**config.mk**
```make
export PLATFORM = sky130hd
export DESIGN_NAME = lslf_acc
export DESIGN_NICKNAME = d
export VERILOG_FILES = /design/src/lslf_pkg.sv /design/src/lslf_acc.sv
export SDC_FILE = /design/constraint.sdc
export NUM_CORES = 2
export LEC_CHECK = 0
export BUFFER_PORTS_ARGS = -buffer_cell sky130_fd_sc_hd__clkbuf_2
export CORE_MARGIN = 5
export CORE_UTILIZATION = 34
export DETAILED_ROUTE_END_ITERATION = 8
export GPL_TIMING_DRIVEN = 1
export HOLD_SLACK_MARGIN = 0.02
export PLACE_DENSITY = 0.49
export SYNTH_ARGS = -nofsm -noshare
export SYNTH_HDL_FRONTEND = slang
export SYNTH_SLANG_ARGS = --single-unit
```
**constraint.sdc**
```tcl
create_clock -name clk -period 19.6 [get_ports clk]
set_input_delay 2.94 -clock clk [delete_from_list [all_inputs] [get_ports clk]]
set_output_delay 2.94 -clock clk [all_outputs]
set_load 0.02 [all_outputs]
```
**src/lslf_pkg.sv**
```systemverilog
// Shared types, widths, status codes and helpers for the line fit block.
// No dependencies; every other file refers to it by scoped names.
package lslf_pkg;

  localparam int SAMPLE_BITS = 16;
  localparam int COUNT_W     = 17;
  localparam int SUM_W       = 32;
  localparam int SQ_W        = 47;
  localparam int XY_W        = 48;
  localparam int PROD_W      = 2 * SAMPLE_BITS;
  localparam logic [COUNT_W-1:0] MAX_SAMPLES = 17'd65536;

  localparam logic [1:0] STATUS_NORMAL  = 2'd0;
  localparam logic [1:0] STATUS_EMPTY   = 2'd1;
  localparam logic [1:0] STATUS_CONST_X = 2'd2;
  localparam logic [1:0] STATUS_CONST_Y = 2'd3;

  typedef enum logic [1:0] {ALU_MUL, ALU_DIV, ALU_FRAC} alu_op_t;

  typedef enum logic [2:0] {PH_IDLE, PH_XX, PH_YY, PH_XY, PH_LAST} acc_phase_t;

  typedef enum logic [4:0] {
    ST_IDLE, ST_ACC, ST_NXY, ST_SXSY, ST_NXX, ST_SXSX, ST_NYY, ST_SYSY,
    ST_CHECK, ST_MEANY, ST_SLOPE, ST_SYDX, ST_SXNUM, ST_NDX, ST_ICPT,
    ST_NUM2, ST_DXDY, ST_R2, ST_DONE
  } fit_state_t;

  // Saturate a sign and magnitude to a signed 32-bit value.
  function automatic logic [31:0] sat32(input logic neg, input logic [127:0] mag);
    logic [31:0] r;
    if (mag[127:32] != 96'd0) r = neg ? 32'h8000_0000 : 32'h7FFF_FFFF;
    else if (neg) r = mag[31] ? 32'h8000_0000 : (32'd0 - mag[31:0]);
    else r = mag[31] ? 32'h7FFF_FFFF : mag[31:0];
    return r;
  endfunction

  // Apply a sign to a 64-bit magnitude, wrapping.
  function automatic logic [63:0] sgn64(input logic neg, input logic [63:0] v);
    return neg ? (64'd0 - v) : v;
  endfunction

endpackage

```
**src/lslf_acc.sv**
```systemverilog
// Sample accumulator: count and exact sums, one shared 16x16 multiplier.
// Depends on lslf_pkg.
module lslf_acc (
  input  logic                                  clk,
  input  logic                                  rst,
  input  logic                                  start,
  input  logic                                  clear,
  input  logic signed [lslf_pkg::SAMPLE_BITS-1:0] x,
  input  logic signed [lslf_pkg::SAMPLE_BITS-1:0] y,
  output logic                                  busy,
  output logic [lslf_pkg::COUNT_W-1:0]          count,
  output logic [lslf_pkg::SUM_W-1:0]            sum_x,
  output logic [lslf_pkg::SUM_W-1:0]            sum_y,
  output logic [lslf_pkg::SQ_W-1:0]             sum_xx,
  output logic [lslf_pkg::SQ_W-1:0]             sum_yy,
  output logic [lslf_pkg::XY_W-1:0]             sum_xy
);

  lslf_pkg::acc_phase_t phase;
  logic signed [lslf_pkg::SAMPLE_BITS-1:0] xr, yr;
  logic signed [lslf_pkg::PROD_W-1:0] prod;
  logic signed [lslf_pkg::SAMPLE_BITS-1:0] ma, mb;

  assign busy = (phase != lslf_pkg::PH_IDLE);

  // Select multiplier operands by phase
  always_comb begin
    ma = xr;
    mb = xr;
    case (phase)
      lslf_pkg::PH_YY: begin ma = yr; mb = yr; end
      lslf_pkg::PH_XY: begin ma = xr; mb = yr; end
      default: begin ma = xr; mb = xr; end
    endcase
  end

  // Sequence the three products
  always_ff @(posedge clk) begin
    if (rst) begin
      phase <= lslf_pkg::PH_IDLE;
    end else begin
      unique case (phase)
        lslf_pkg::PH_IDLE: if (start) phase <= lslf_pkg::PH_XX;
        lslf_pkg::PH_XX:   phase <= lslf_pkg::PH_YY;
        lslf_pkg::PH_YY:   phase <= lslf_pkg::PH_XY;
        lslf_pkg::PH_XY:   phase <= lslf_pkg::PH_LAST;
        lslf_pkg::PH_LAST: phase <= lslf_pkg::PH_IDLE;
        default:           phase <= lslf_pkg::PH_IDLE;
      endcase
    end
  end

  // Register product, then add it into its sum
  always_ff @(posedge clk) begin
    prod <= {{lslf_pkg::SAMPLE_BITS{ma[lslf_pkg::SAMPLE_BITS-1]}}, ma}
          * {{lslf_pkg::SAMPLE_BITS{mb[lslf_pkg::SAMPLE_BITS-1]}}, mb};
    if (start) begin
      xr <= x;
      yr <= y;
    end
  end

  always_ff @(posedge clk) begin
    if (rst || clear) begin
      count  <= '0;
      sum_x  <= '0;
      sum_y  <= '0;
      sum_xx <= '0;
      sum_yy <= '0;
      sum_xy <= '0;
    end else begin
      if (start) begin
        count <= count + 17'd1;
        sum_x <= sum_x + {{(lslf_pkg::SUM_W-lslf_pkg::SAMPLE_BITS){x[lslf_pkg::SAMPLE_BITS-1]}}, x};
        sum_y <= sum_y + {{(lslf_pkg::SUM_W-lslf_pkg::SAMPLE_BITS){y[lslf_pkg::SAMPLE_BITS-1]}}, y};
      end
      if (phase == lslf_pkg::PH_YY)
        sum_xx <= sum_xx + {{(lslf_pkg::SQ_W-lslf_pkg::PROD_W){1'b0}}, prod};
      if (phase == lslf_pkg::PH_XY)
        sum_yy <= sum_yy + {{(lslf_pkg::SQ_W-lslf_pkg::PROD_W){1'b0}}, prod};
      if (phase == lslf_pkg::PH_LAST)
        sum_xy <= sum_xy + {{(lslf_pkg::XY_W-lslf_pkg::PROD_W){prod[lslf_pkg::PROD_W-1]}}, prod};
    end
  end

endmodule

```
==> impl_metrics.tcl <==
set metrics [dict create \
    die_w_um 299 \
    row_count 106 \
    place_congestion 0.885 \
    grt_max_degree 85 \
    drv_slew 0 \
    avgSynthCellArea_um2 8.38 \
    synth_commonest_cells "nand2_1 (478), inv_1 (329), nor2_1 (304)" \
    grt_pass1_vias 24000 \
    async_flop_share 0 \
    setup_violations 0 \
    cts_tree "built" \
    post_cts_buffers 0 \
    regToRegStartpoint "phase[1]$_SDFFE_PP0P_" \
    clock_path_buffers 3 \
    cp_slowest_cell "mux2i_1" \
    fin_crit_ns 8.34 \
    synthToLayoutAreaGrowth_pct 13.5 \
    nets 4157 \
    arrival_ns 8.79 \
    worstHoldStart "sum_xy[5]$_SDFFE_PP0N_" \
    yosys_warnings 0 \
    synth_seq_area_share 0.216 \
    crit_start "phase[1]$_SDFFE_PP0P_" \
    synth_flop_cell "dfxtp_1" \
    io_buffers 259 \
    postRouteAntennaNets 0 \
    drt_iter0_markers 1250 \
    path_clk_slew_ns 0.06 \
    rsz0062_at_grt "no" \
    worst_path_largest_cell_delay_ns 0.97 \
    vias_per_cell 5.18 \
    cts.sinks 290 \
    ys_ff_latch 290 \
    start_kind "register" \
    final_hold_viol_count 0 \
    fill_cells 8644 \
    syn_area_mm2 0.0284 \
    syn_nets 3952 \
    post_cts_resized 0 \
    holdCritPathClass "reg2reg" \
    maxCapViolCount 0 \
    max_freq_mhz 120 \
    cpMostUsedCell "fa_1" \
    worst_pin_slew_ns 1.14 \
    fin_skew_ns 0.0343 \
    crit_required_ns 20.05 \
    root_buffer "clkbuf_16" \
    setup.worst_path.end_class "register" \
    grtUsageTotal 0.198 \
    max_slew_margin 0.222 \
    core_mm2 0.0833 \
    dieArea_mm2 0.0895 \
    yosys.area.top_type_share 0.188 \
    drc 0 \
    ys_top_cells_by_area "fa_1 (19%), dfxtp_1 (18%), ha_1 (11%), nand2_1 (6.3%), a21oi_1 (4.8%)" \
    die_y_um 299 \
    synth_most_common_cell "nand2_1" \
    post-route-period-util 0.426 \
    cts_hold_buf 0 \
    critical_path_class "reg2reg" \
    ys_types 81 \
    cts-htree-levels 2 \
    worstPathMaxFanout 32 \
    drive_gt1_frac 0.104 \
    antenna_found_initial 1 \
    status "completed" \
    io_pins 260 \
    syn_inst 3393 \
    drt_pass1_iterations 8 \
    overflow 0 \
    hpwl_um 72300 \
    cp_cell_sequence "nor2b_4 > buf_4 > mux2i_1 > nor2_1 > fa_1 > inv_1 > fa_1 > fa_1 > inv_1 > fa_1 > fa_1 > inv_1 > fa_1 > inv_1 > ha_1 > and3_1 > and3_1 > nand3_1 > a311oi_1 > a311oi_1 > o41ai_1 > a21oi_1 > xnor2_1" \
    fin_setup_tns_ns 0 \
    routed_wirelength_um 90600 \
    cts_buffers 38 \
    multi_input_area_mm2 0.0206 \
    grt_pass1_wl_um 141000 \
    synth_top_area_cell "fa_1" \
    num_vias 24400 \
    insertion_delay_ns 0.57 \
    synth-edff-count 32 \
    avgRoutedWirePerCell_um 19.2 \
    start_util 0.341 \
    regArea_mm2 0.00613 \
]
-- per-stage QoR --
| stage | worst slack (ns) | hold slack [ns] | utilization | instance area, um^2 | instances |
|---|---|---|---|---|---|
| 2_1_floorplan | 12.41 | 0.482 | - | 28400 | 3393 |
| 3_3_place_gp | 11.37 | 0.466 | 0.370 | 30800 | 4638 |
| 3_5_place_dp | 11.24 | 0.468 | 0.370 | 30800 | 4638 |
| 4_1_cts | 11.23 | 0.478 | 0.387 | 32200 | 4708 |
| 5_1_grt | 10.86 | 0.499 | 0.387 | 32200 | 4708 |
| 6_report | 11.26 | 0.475 | 0.387 | 32200 | 4709 |
-- per-layer routing --
| metal | vias to the layer above | part of all wire | track usage |
|---|---|---|---|
| li1 | 12000 | - | - |
| met1 | 11700 | 0.45 | 0.271 |
| met2 | 583 | 0.46 | 0.324 |
| met3 | 121 | 0.059 | 0.0372 |
| met4 | 0 | 0.028 | 0.0530 |
| met5 | - | 0 | 0 |
-- worst paths after layout --
path	end	slack, ns	depth (start not counted)
worst max-delay path	prod[31]$_DFF_P_	11.26	23
worst max register to register	prod[31]$_DFF_P_	11.26	23
worst min register to register	sum_xy[5]$_SDFFE_PP0N_	0.47	2
worst min-delay path	sum_xy[5]$_SDFFE_PP0N_	0.47	2
-- logic make-up (layout without fill, tap and decap cells) --
| group | after synthesis | after routing | synth area share |
|---|---|---|---|
| other | 0 | 1 | 0 |
| AOI/OAI and AO/OA | 757 | 757 | 0.168 |
| DFF | 290 | 290 | 0.216 |
| and+or+nand+nor | 1123 | 1123 | 0.176 |
| buffers and inverters | 449 | 684 | 0.0595 |
| xor gates and xnor gates | 183 | 183 | 0.0564 |
| muxes | 68 | 68 | 0.0240 |
| adders and majority gates | 523 | 523 | 0.301 |
-- cells in the final DEF, fill, tap and decap left out, drive strengths merged, types with 67 or more instances in the layout --
master	synthesis	routed
ha	256	256
a21o	114	114
nand2	478	478
xnor2	115	115
nor2	304	304
clkbuf	102	304
fa	267	267
xor2	68	68
o21ai	120	120
a21oi	275	275
dfxtp	258	258
mux2i	67	67
nand3	81	81
inv	329	331
-- state kept, by name, summed over array words and instances (netlist names) --
name and count:
sum_yy 47, prod 32, sum_xy 48, sum_x 32
sum_y 32, phase 3, sum_xx 47, xr 16
yr 16, count 17
-- cell type report --
class,instances,share of cell area
flip-flops and latches,290,0.190
well taps,1080,0.0419
clock buffers,46,0.0323
repair buffers,284,0.0461
diodes,1,0.0000776
multi-input cells,2654,0.640
inverters,330,0.0384
clock inverters,24,0.0115
-- critical path, delay by kind of cell (launching register included) --
family / cells / cell delay, ns
compound gates: 4 / 1.78
xor+xnor: 1 / 0.14
fa+ha+maj: 7 / 3.34
buf+inv: 5 / 0.59
flops: 1 / 0.48
mux: 1 / 0.97
simple gates: 5 / 0.90
Power is not shown: default switching activity piles up to over one toggle a cycle in this logic, so the estimate is an artifact.
