[src/lslf_pkg.sv]
// Shared types, widths, status codes and helpers for the line fit block.
// No dependencies; every other file refers to it by scoped names.
package lslf_pkg;

  localparam int SAMPLE_BITS = 16;
  localparam int COUNT_W     = 17;
  localparam int SUM_W       = 32;
  localparam int SQ_W        = 47;
  localparam int XY_W        = 48;
  localparam int PROD_W      = 2 * SAMPLE_BITS;
  localparam logic [COUNT_W-1:0] MAX_SAMPLES = 17'd65536;

  localparam logic [1:0] STATUS_NORMAL  = 2'd0;
  localparam logic [1:0] STATUS_EMPTY   = 2'd1;
  localparam logic [1:0] STATUS_CONST_X = 2'd2;
  localparam logic [1:0] STATUS_CONST_Y = 2'd3;

  typedef enum logic [1:0] {ALU_MUL, ALU_DIV, ALU_FRAC} alu_op_t;

  typedef enum logic [2:0] {PH_IDLE, PH_XX, PH_YY, PH_XY, PH_LAST} acc_phase_t;

  typedef enum logic [4:0] {
    ST_IDLE, ST_ACC, ST_NXY, ST_SXSY, ST_NXX, ST_SXSX, ST_NYY, ST_SYSY,
    ST_CHECK, ST_MEANY, ST_SLOPE, ST_SYDX, ST_SXNUM, ST_NDX, ST_ICPT,
    ST_NUM2, ST_DXDY, ST_R2, ST_DONE
  } fit_state_t;

  // Saturate a sign and magnitude to a signed 32-bit value.
  function automatic logic [31:0] sat32(input logic neg, input logic [127:0] mag);
    logic [31:0] r;
    if (mag[127:32] != 96'd0) r = neg ? 32'h8000_0000 : 32'h7FFF_FFFF;
    else if (neg) r = mag[31] ? 32'h8000_0000 : (32'd0 - mag[31:0]);
    else r = mag[31] ? 32'h7FFF_FFFF : mag[31:0];
    return r;
  endfunction

  // Apply a sign to a 64-bit magnitude, wrapping.
  function automatic logic [63:0] sgn64(input logic neg, input logic [63:0] v);
    return neg ? (64'd0 - v) : v;
  endfunction

endpackage

[src/lslf_alu.sv]
// Shared iterative unit: 64x64 shift-add multiply, rounded 128-bit divide,
// and Q1.16 fraction, one bit per cycle on one 130-bit adder. Uses lslf_pkg.
module lslf_alu (
  input  logic                  clk,
  input  logic                  rst,
  input  logic                  start,
  input  lslf_pkg::alu_op_t     op,
  input  logic [127:0]          opa,
  input  logic [127:0]          opb,
  output logic                  done,
  output logic [127:0]          result
);

  logic                busy, fin;
  lslf_pkg::alu_op_t   op_r;
  logic [6:0]          cnt;
  logic [6:0]          cnt_last;
  logic [128:0]        acc;
  logic [127:0]        xr, yr;
  logic                sub;
  logic [128:0]        rem_sh, lhs, opnd;
  logic [129:0]        sum;
  logic                ge;
  logic                rnd;
  logic [17:0]         fq;

  // Add or subtract on the shared adder
  always_comb begin
    sub    = (op_r != lslf_pkg::ALU_MUL);
    rem_sh = {acc[127:0], xr[127]};
    lhs    = sub ? rem_sh : acc;
    opnd   = sub ? {1'b0, yr} : {1'b0, xr};
    sum    = {1'b0, lhs} + (sub ? ~{1'b0, opnd} : {1'b0, opnd}) + {129'd0, sub};
    ge     = ~sum[129];
    case (op_r)
      lslf_pkg::ALU_MUL: cnt_last = 7'd63;
      lslf_pkg::ALU_DIV: cnt_last = 7'd127;
      default:           cnt_last = 7'd16;
    endcase
  end

  // Round the finished quotient
  always_comb begin
    rnd = ({acc, 1'b0} >= {2'b00, yr});
    fq  = ({1'b0, xr[16:0]} + 18'd1) >> 1;
    case (op_r)
      lslf_pkg::ALU_MUL: result = acc[127:0];
      lslf_pkg::ALU_DIV: result = xr + {127'd0, rnd};
      default:           result = (fq > 18'd65536) ? 128'd65536 : {110'd0, fq};
    endcase
  end

  assign done = fin;

  always_ff @(posedge clk) begin
    if (rst) begin
      busy <= 1'b0;
      fin  <= 1'b0;
    end else begin
      fin <= busy && (cnt == cnt_last);
      if (start) busy <= 1'b1;
      else if (busy && cnt == cnt_last) busy <= 1'b0;
    end
  end

  // Load operands, then advance one bit per cycle
  always_ff @(posedge clk) begin
    if (start) begin
      op_r <= op;
      cnt  <= '0;
      case (op)
        lslf_pkg::ALU_MUL: begin
          acc <= '0; xr <= opa; yr <= {64'd0, opb[63:0]};
        end
        lslf_pkg::ALU_DIV: begin
          acc <= '0; xr <= opa; yr <= opb;
        end
        default: begin
          acc <= {1'b0, opa}; xr <= '0; yr <= opb;
        end
      endcase
    end else if (busy) begin
      cnt <= cnt + 7'd1;
      if (op_r == lslf_pkg::ALU_MUL) begin
        if (yr[0]) acc <= sum[128:0];
        xr <= xr << 1;
        yr <= yr >> 1;
      end else begin
        acc <= ge ? sum[128:0] : rem_sh;
        xr  <= {xr[126:0], ge};
      end
    end
  end

endmodule

[config.mk]
export PLATFORM = sky130hd
export DESIGN_NAME = lslf_alu
export DESIGN_NICKNAME = d
export VERILOG_FILES = /design/src/lslf_pkg.sv /design/src/lslf_alu.sv
export SDC_FILE = /design/constraint.sdc
export NUM_CORES = 2
export LEC_CHECK = 0
export ABC_CLOCK_PERIOD_IN_PS = 8200
export BUFFER_PORTS_ARGS = -buffer_cell sky130_fd_sc_hd__clkbuf_2
export CORE_MARGIN = 3
export CORE_UTILIZATION = 30
export DETAILED_ROUTE_END_ITERATION = 10
export PLACE_DENSITY = 0.47
export SLEW_MARGIN = 30
export SYNTH_ARGS = -nofsm -noshare
export SYNTH_HDL_FRONTEND = slang
export SYNTH_SLANG_ARGS = --single-unit
[constraint.sdc]
create_clock -name clk -period 8.2 [get_ports clk]
set_clock_uncertainty 0.15 [all_clocks]
set_input_delay 0.41 -clock clk [delete_from_list [all_inputs] [get_ports clk]]
set_output_delay 0.41 -clock clk [all_outputs]
set_load 0.1 [all_outputs]
==> results.py <==
metrics = {
    "final_layout": {
        "drive_gt1_share_pct": 12.3,
        "final_common_cell": "nand2_1",
        "syn_to_final_growth_pct": 27.5,
        "final_cell_mix": "nand2_1, o21ai_0, nor2_1",
        "fin_nets": 5840,
        "nFillCells": 12469,
    },
    "timing": {
        "fin_crit_ns": 7.87,
        "timing.fmax_mhz": 127,
        "maxSlewHeadroom_pct": 31.8,
        "tns_ns": 0,
        "hold_ws_ns": 0.0381,
        "layout_setup_ws_ns": 0.332,
        "timing_worst_slew_pin_value_ns": 1.02,
        "finalSetupViolCount": 0,
        "timing.final.crit_share_pct": 95.9,
        "hold_viol_final": 0,
        "slew_violations": 0,
    },
    "global_routing": {
        "grt_max_degree": 141,
        "grt_pass1_vias": 36357,
        "grt_pass1_wl_mm": 230,
        "grtUsageTotal_pct": 23.7,
        "antenna_found_initial": 4,
        "grt-ovfl-total": 0,
    },
    "cts": {
        "clk_latency_ns": 0.65,
        "cts-root-buf": "clkbuf_16",
        "htreeDepth": 2,
        "cts_tree": "built",
        "cts_buffers": 54,
        "clock_path_buffers": 3,
        "cts.sinks": 396,
        "path_clk_slew_ns": 0.06,
    },
    "worst_setup_path": {
        "crit_fanout": 5,
        "worstPathRequired_ns": 7.64,
        "cp.arrival_ns": 7.31,
        "critPathKind": "flip-flop to output pin",
        "critPathMaxStageDelay_ns": 0.65,
        "cp.buffers_inverters": 3,
        "start_kind": "flip-flop",
        "crit_family": "simple AND/OR/NAND/NOR gates",
        "critical_path.slowest_cell": "or4_4",
        "endpoint_kind": "output pin",
    },
    "power_and_ir_drop": {
        "swShare_pct": 49.2,
        "p_leak_nw": 18.9,
        "power_density_nw_per_um2": 306,
        "p_clk_share_pct": 17.1,
        "p_int_mw": 7.14,
        "combPwrFrac_pct": 58.8,
        "ir_drop_mv": 0.189,
        "seqPwrFrac_pct": 24.1,
        "p_switching_mw": 6.92,
    },
    "drt": {
        "postRouteAntennaNets": 0,
        "wire_per_inst_um": 21.9,
        "num_vias": 37200,
        "routed_via_density": 5.34,
        "routed_wirelength_mm": 152,
        "first_pass_iters": 8,
        "route.detailed.drc": 0,
        "drtIter0Drc": 3081,
    },
    "synth": {
        "avgSynthCellArea_um2": 7.54,
        "yosysWarningCount": 0,
        "synth_top_family_by_area": "compound AO/OA/AOI/OAI gates",
        "muxShareOfSynthArea_pct": 0.139,
        "synth_compound_area_share_pct": 23.9,
        "synthCells": 4780,
        "synth_simple_gate_area_share_pct": 22.2,
        "synth_edf_count": 387,
        "syn_nets": 5301,
        "syn_area_um2": 36000,
        "synthDistinctLibCells": 80,
        "synthAdderAreaFrac_pct": 9.05,
        "synth_xor_area_share_pct": 6.12,
        "ys_ff_latch": 396,
        "async_flop_share_pct": 0,
        "ys.flop_type": "edfxtp_1",
        "ys_seq_area_share_pct": 32.7,
    },
    "job": {
        "cap_violations": 0,
    },
    "floorplanning": {
        "start_util_pct": 30.4,
        "dieArea_um2": 124000,
        "die_y_um": 353,
        "coreArea_um2": 119000,
        "die_w_um": 353,
        "rows": 126,
        "pin_count": 390,
    },
    "placement": {
        "io_buffers": 389,
        "dp_hpwl_mm": 115,
        "dp_slack_ns": -0.0933,
        "place.gp.congestion": 0.911,
    },
    "run_status": {
        "run_status": "complete, no violations",
    },
    "worst_hold_path": {
        "hp-class": "input port to flip-flop",
    },
}
==> cell families after synthesis <==
family	count (synthesis)
AO/OA/AOI/OAI	1460
XOR/XNOR	252
adder cells (fa/ha/maj)	260
buffers and inverters	562
flip-flops	396
multiplexers	5
AND/OR/NAND/NOR	1845
==> power by group through the flow <==
stage                     logic (mW)  clock network [mW]  registers (mW)
after floorplan                 5.60                   0            3.18
after global placement          8.02                   0            3.41
after detailed placement        8.02                   0            3.42
after CTS                       8.18                2.46            3.38
after global routing            9.09                2.53            3.46
final                           8.27                2.41            3.39
==> through the flow <==
stage	util (%)	cells	cell area, um^2	total power, mW
4_1_cts	38.5	6948	45700	14.0
5_1_grt	38.7	6963	45900	15.1
2_1_floorplan	-	4780	36100	8.78
3_3_place_gp	34.8	6593	41300	11.4
3_5_place_dp	34.9	6596	41400	11.4
6_report	38.7	6964	45900	14.1
==> worst reg2reg max path, cell delays in order, from the launching register on <==
cell and delay [ns]:
edfxtp_1 0.43, nor2_4 0.08, inv_8 0.49, buf_12 0.27
buf_4 0.29, nor2_1 0.06, a21oi_1 0.25, ha_1 0.36
a21oi_1 0.27, o21ai_0 0.22, a22oi_1 0.23, a21oi_1 0.12
a22oi_1 0.19, buf_4 0.17, a21oi_1 0.07, nor3_1 0.47
a21oi_1 0.30, a221oi_1 0.57, o21ai_0 0.23, a21oi_1 0.18
nor2_1 0.07, ha_1 0.34, nand2_2 0.14, nor2_4 0.52
buf_4 0.50, a22oi_1 0.23, o21ai_0 0.13
==> final cells by class <==
type	count	area [um^2]	area share [%]
Clock buffer	68	1430	3.10
Sequential cell	396	11800	25.7
Multi-Input combinational cell	3823	22400	48.7
Tap cell	1600	2000	4.36
Clock inverter	31	307	0.667
Inverter	283	1070	2.33
Antenna cell	2	5.00	0.0109
Timing Repair Buffer	761	6950	15.1
==> synthesized netlist by cell type (all sizes together) (9+ instances only) <==
library cell / n / share of area (%)
a211oi: 104 / 2.2
a21o: 91 / 1.9
a21oi: 445 / 6.2
a221oi: 19 / 0.48
a22o: 24 / 0.58
a22oi: 54 / 1.1
a311oi: 18 / 0.44
a31oi: 10 / 0.17
and3: 11 / 0.19
buf: 16 / 0.21
clkbuf: 263 / 2.7
dfxtp: 9 / 0.50
edfxtp: 387 / 32
ha: 259 / 9.0
inv: 282 / 2.9
nand2: 928 / 9.7
nand2b: 24 / 0.42
nand3: 71 / 1.0
nand4: 115 / 2.0
nor2: 487 / 5.1
nor2b: 23 / 0.40
nor3: 80 / 1.1
nor4: 29 / 0.66
o211ai: 13 / 0.27
o21a: 11 / 0.23
o21ai: 548 / 7.6
o21bai: 51 / 1.1
o22ai: 11 / 0.19
o31ai: 12 / 0.25
or3: 36 / 0.63
xnor2: 207 / 5.0
xor2: 45 / 1.1
==> layer usage <==
layer	wire (um)	track usage [%]	vias up
met3	8060	2.28	174
met2	69100	38.4	1175
met1	71300	33.7	17793
met5	0	0	-
li1	-	-	18058
met4	3700	5.79	0
==> worst paths after layout <==
| check | slack [ns] | endpoint | start | cells past startpoint |
|---|---|---|---|---|
| worst max-delay path | 0.33 | result[125] | acc[90] | 26 |
| worst min-delay path | 0.04 | acc[50] | opa[50] | 3 |
| worst max register to register | 0.74 | acc[116] | op_r[1] | 26 |
| worst min register to register | 0.39 | cnt[6] | cnt[6] | 2 |
==> sequential cells by signal, indices dropped and copies added (netlist names) <==
name,count
acc,129
xr,128
yr,128
cnt,7
op_r,2
busy,1
done,1
==> what timing repair did <==
item | CTS | global route
endpoints found under the setup margin | 82 | 47
hold buffers | 250 | 0
resized for setup | 21 | 21
pin swaps | 5 | 13
buffers inserted | 2 | 14
gates cloned | 1 | 0
endpoints found under the hold margin | 374 | 0
Note: power is estimated with default switching activity, not from simulation.
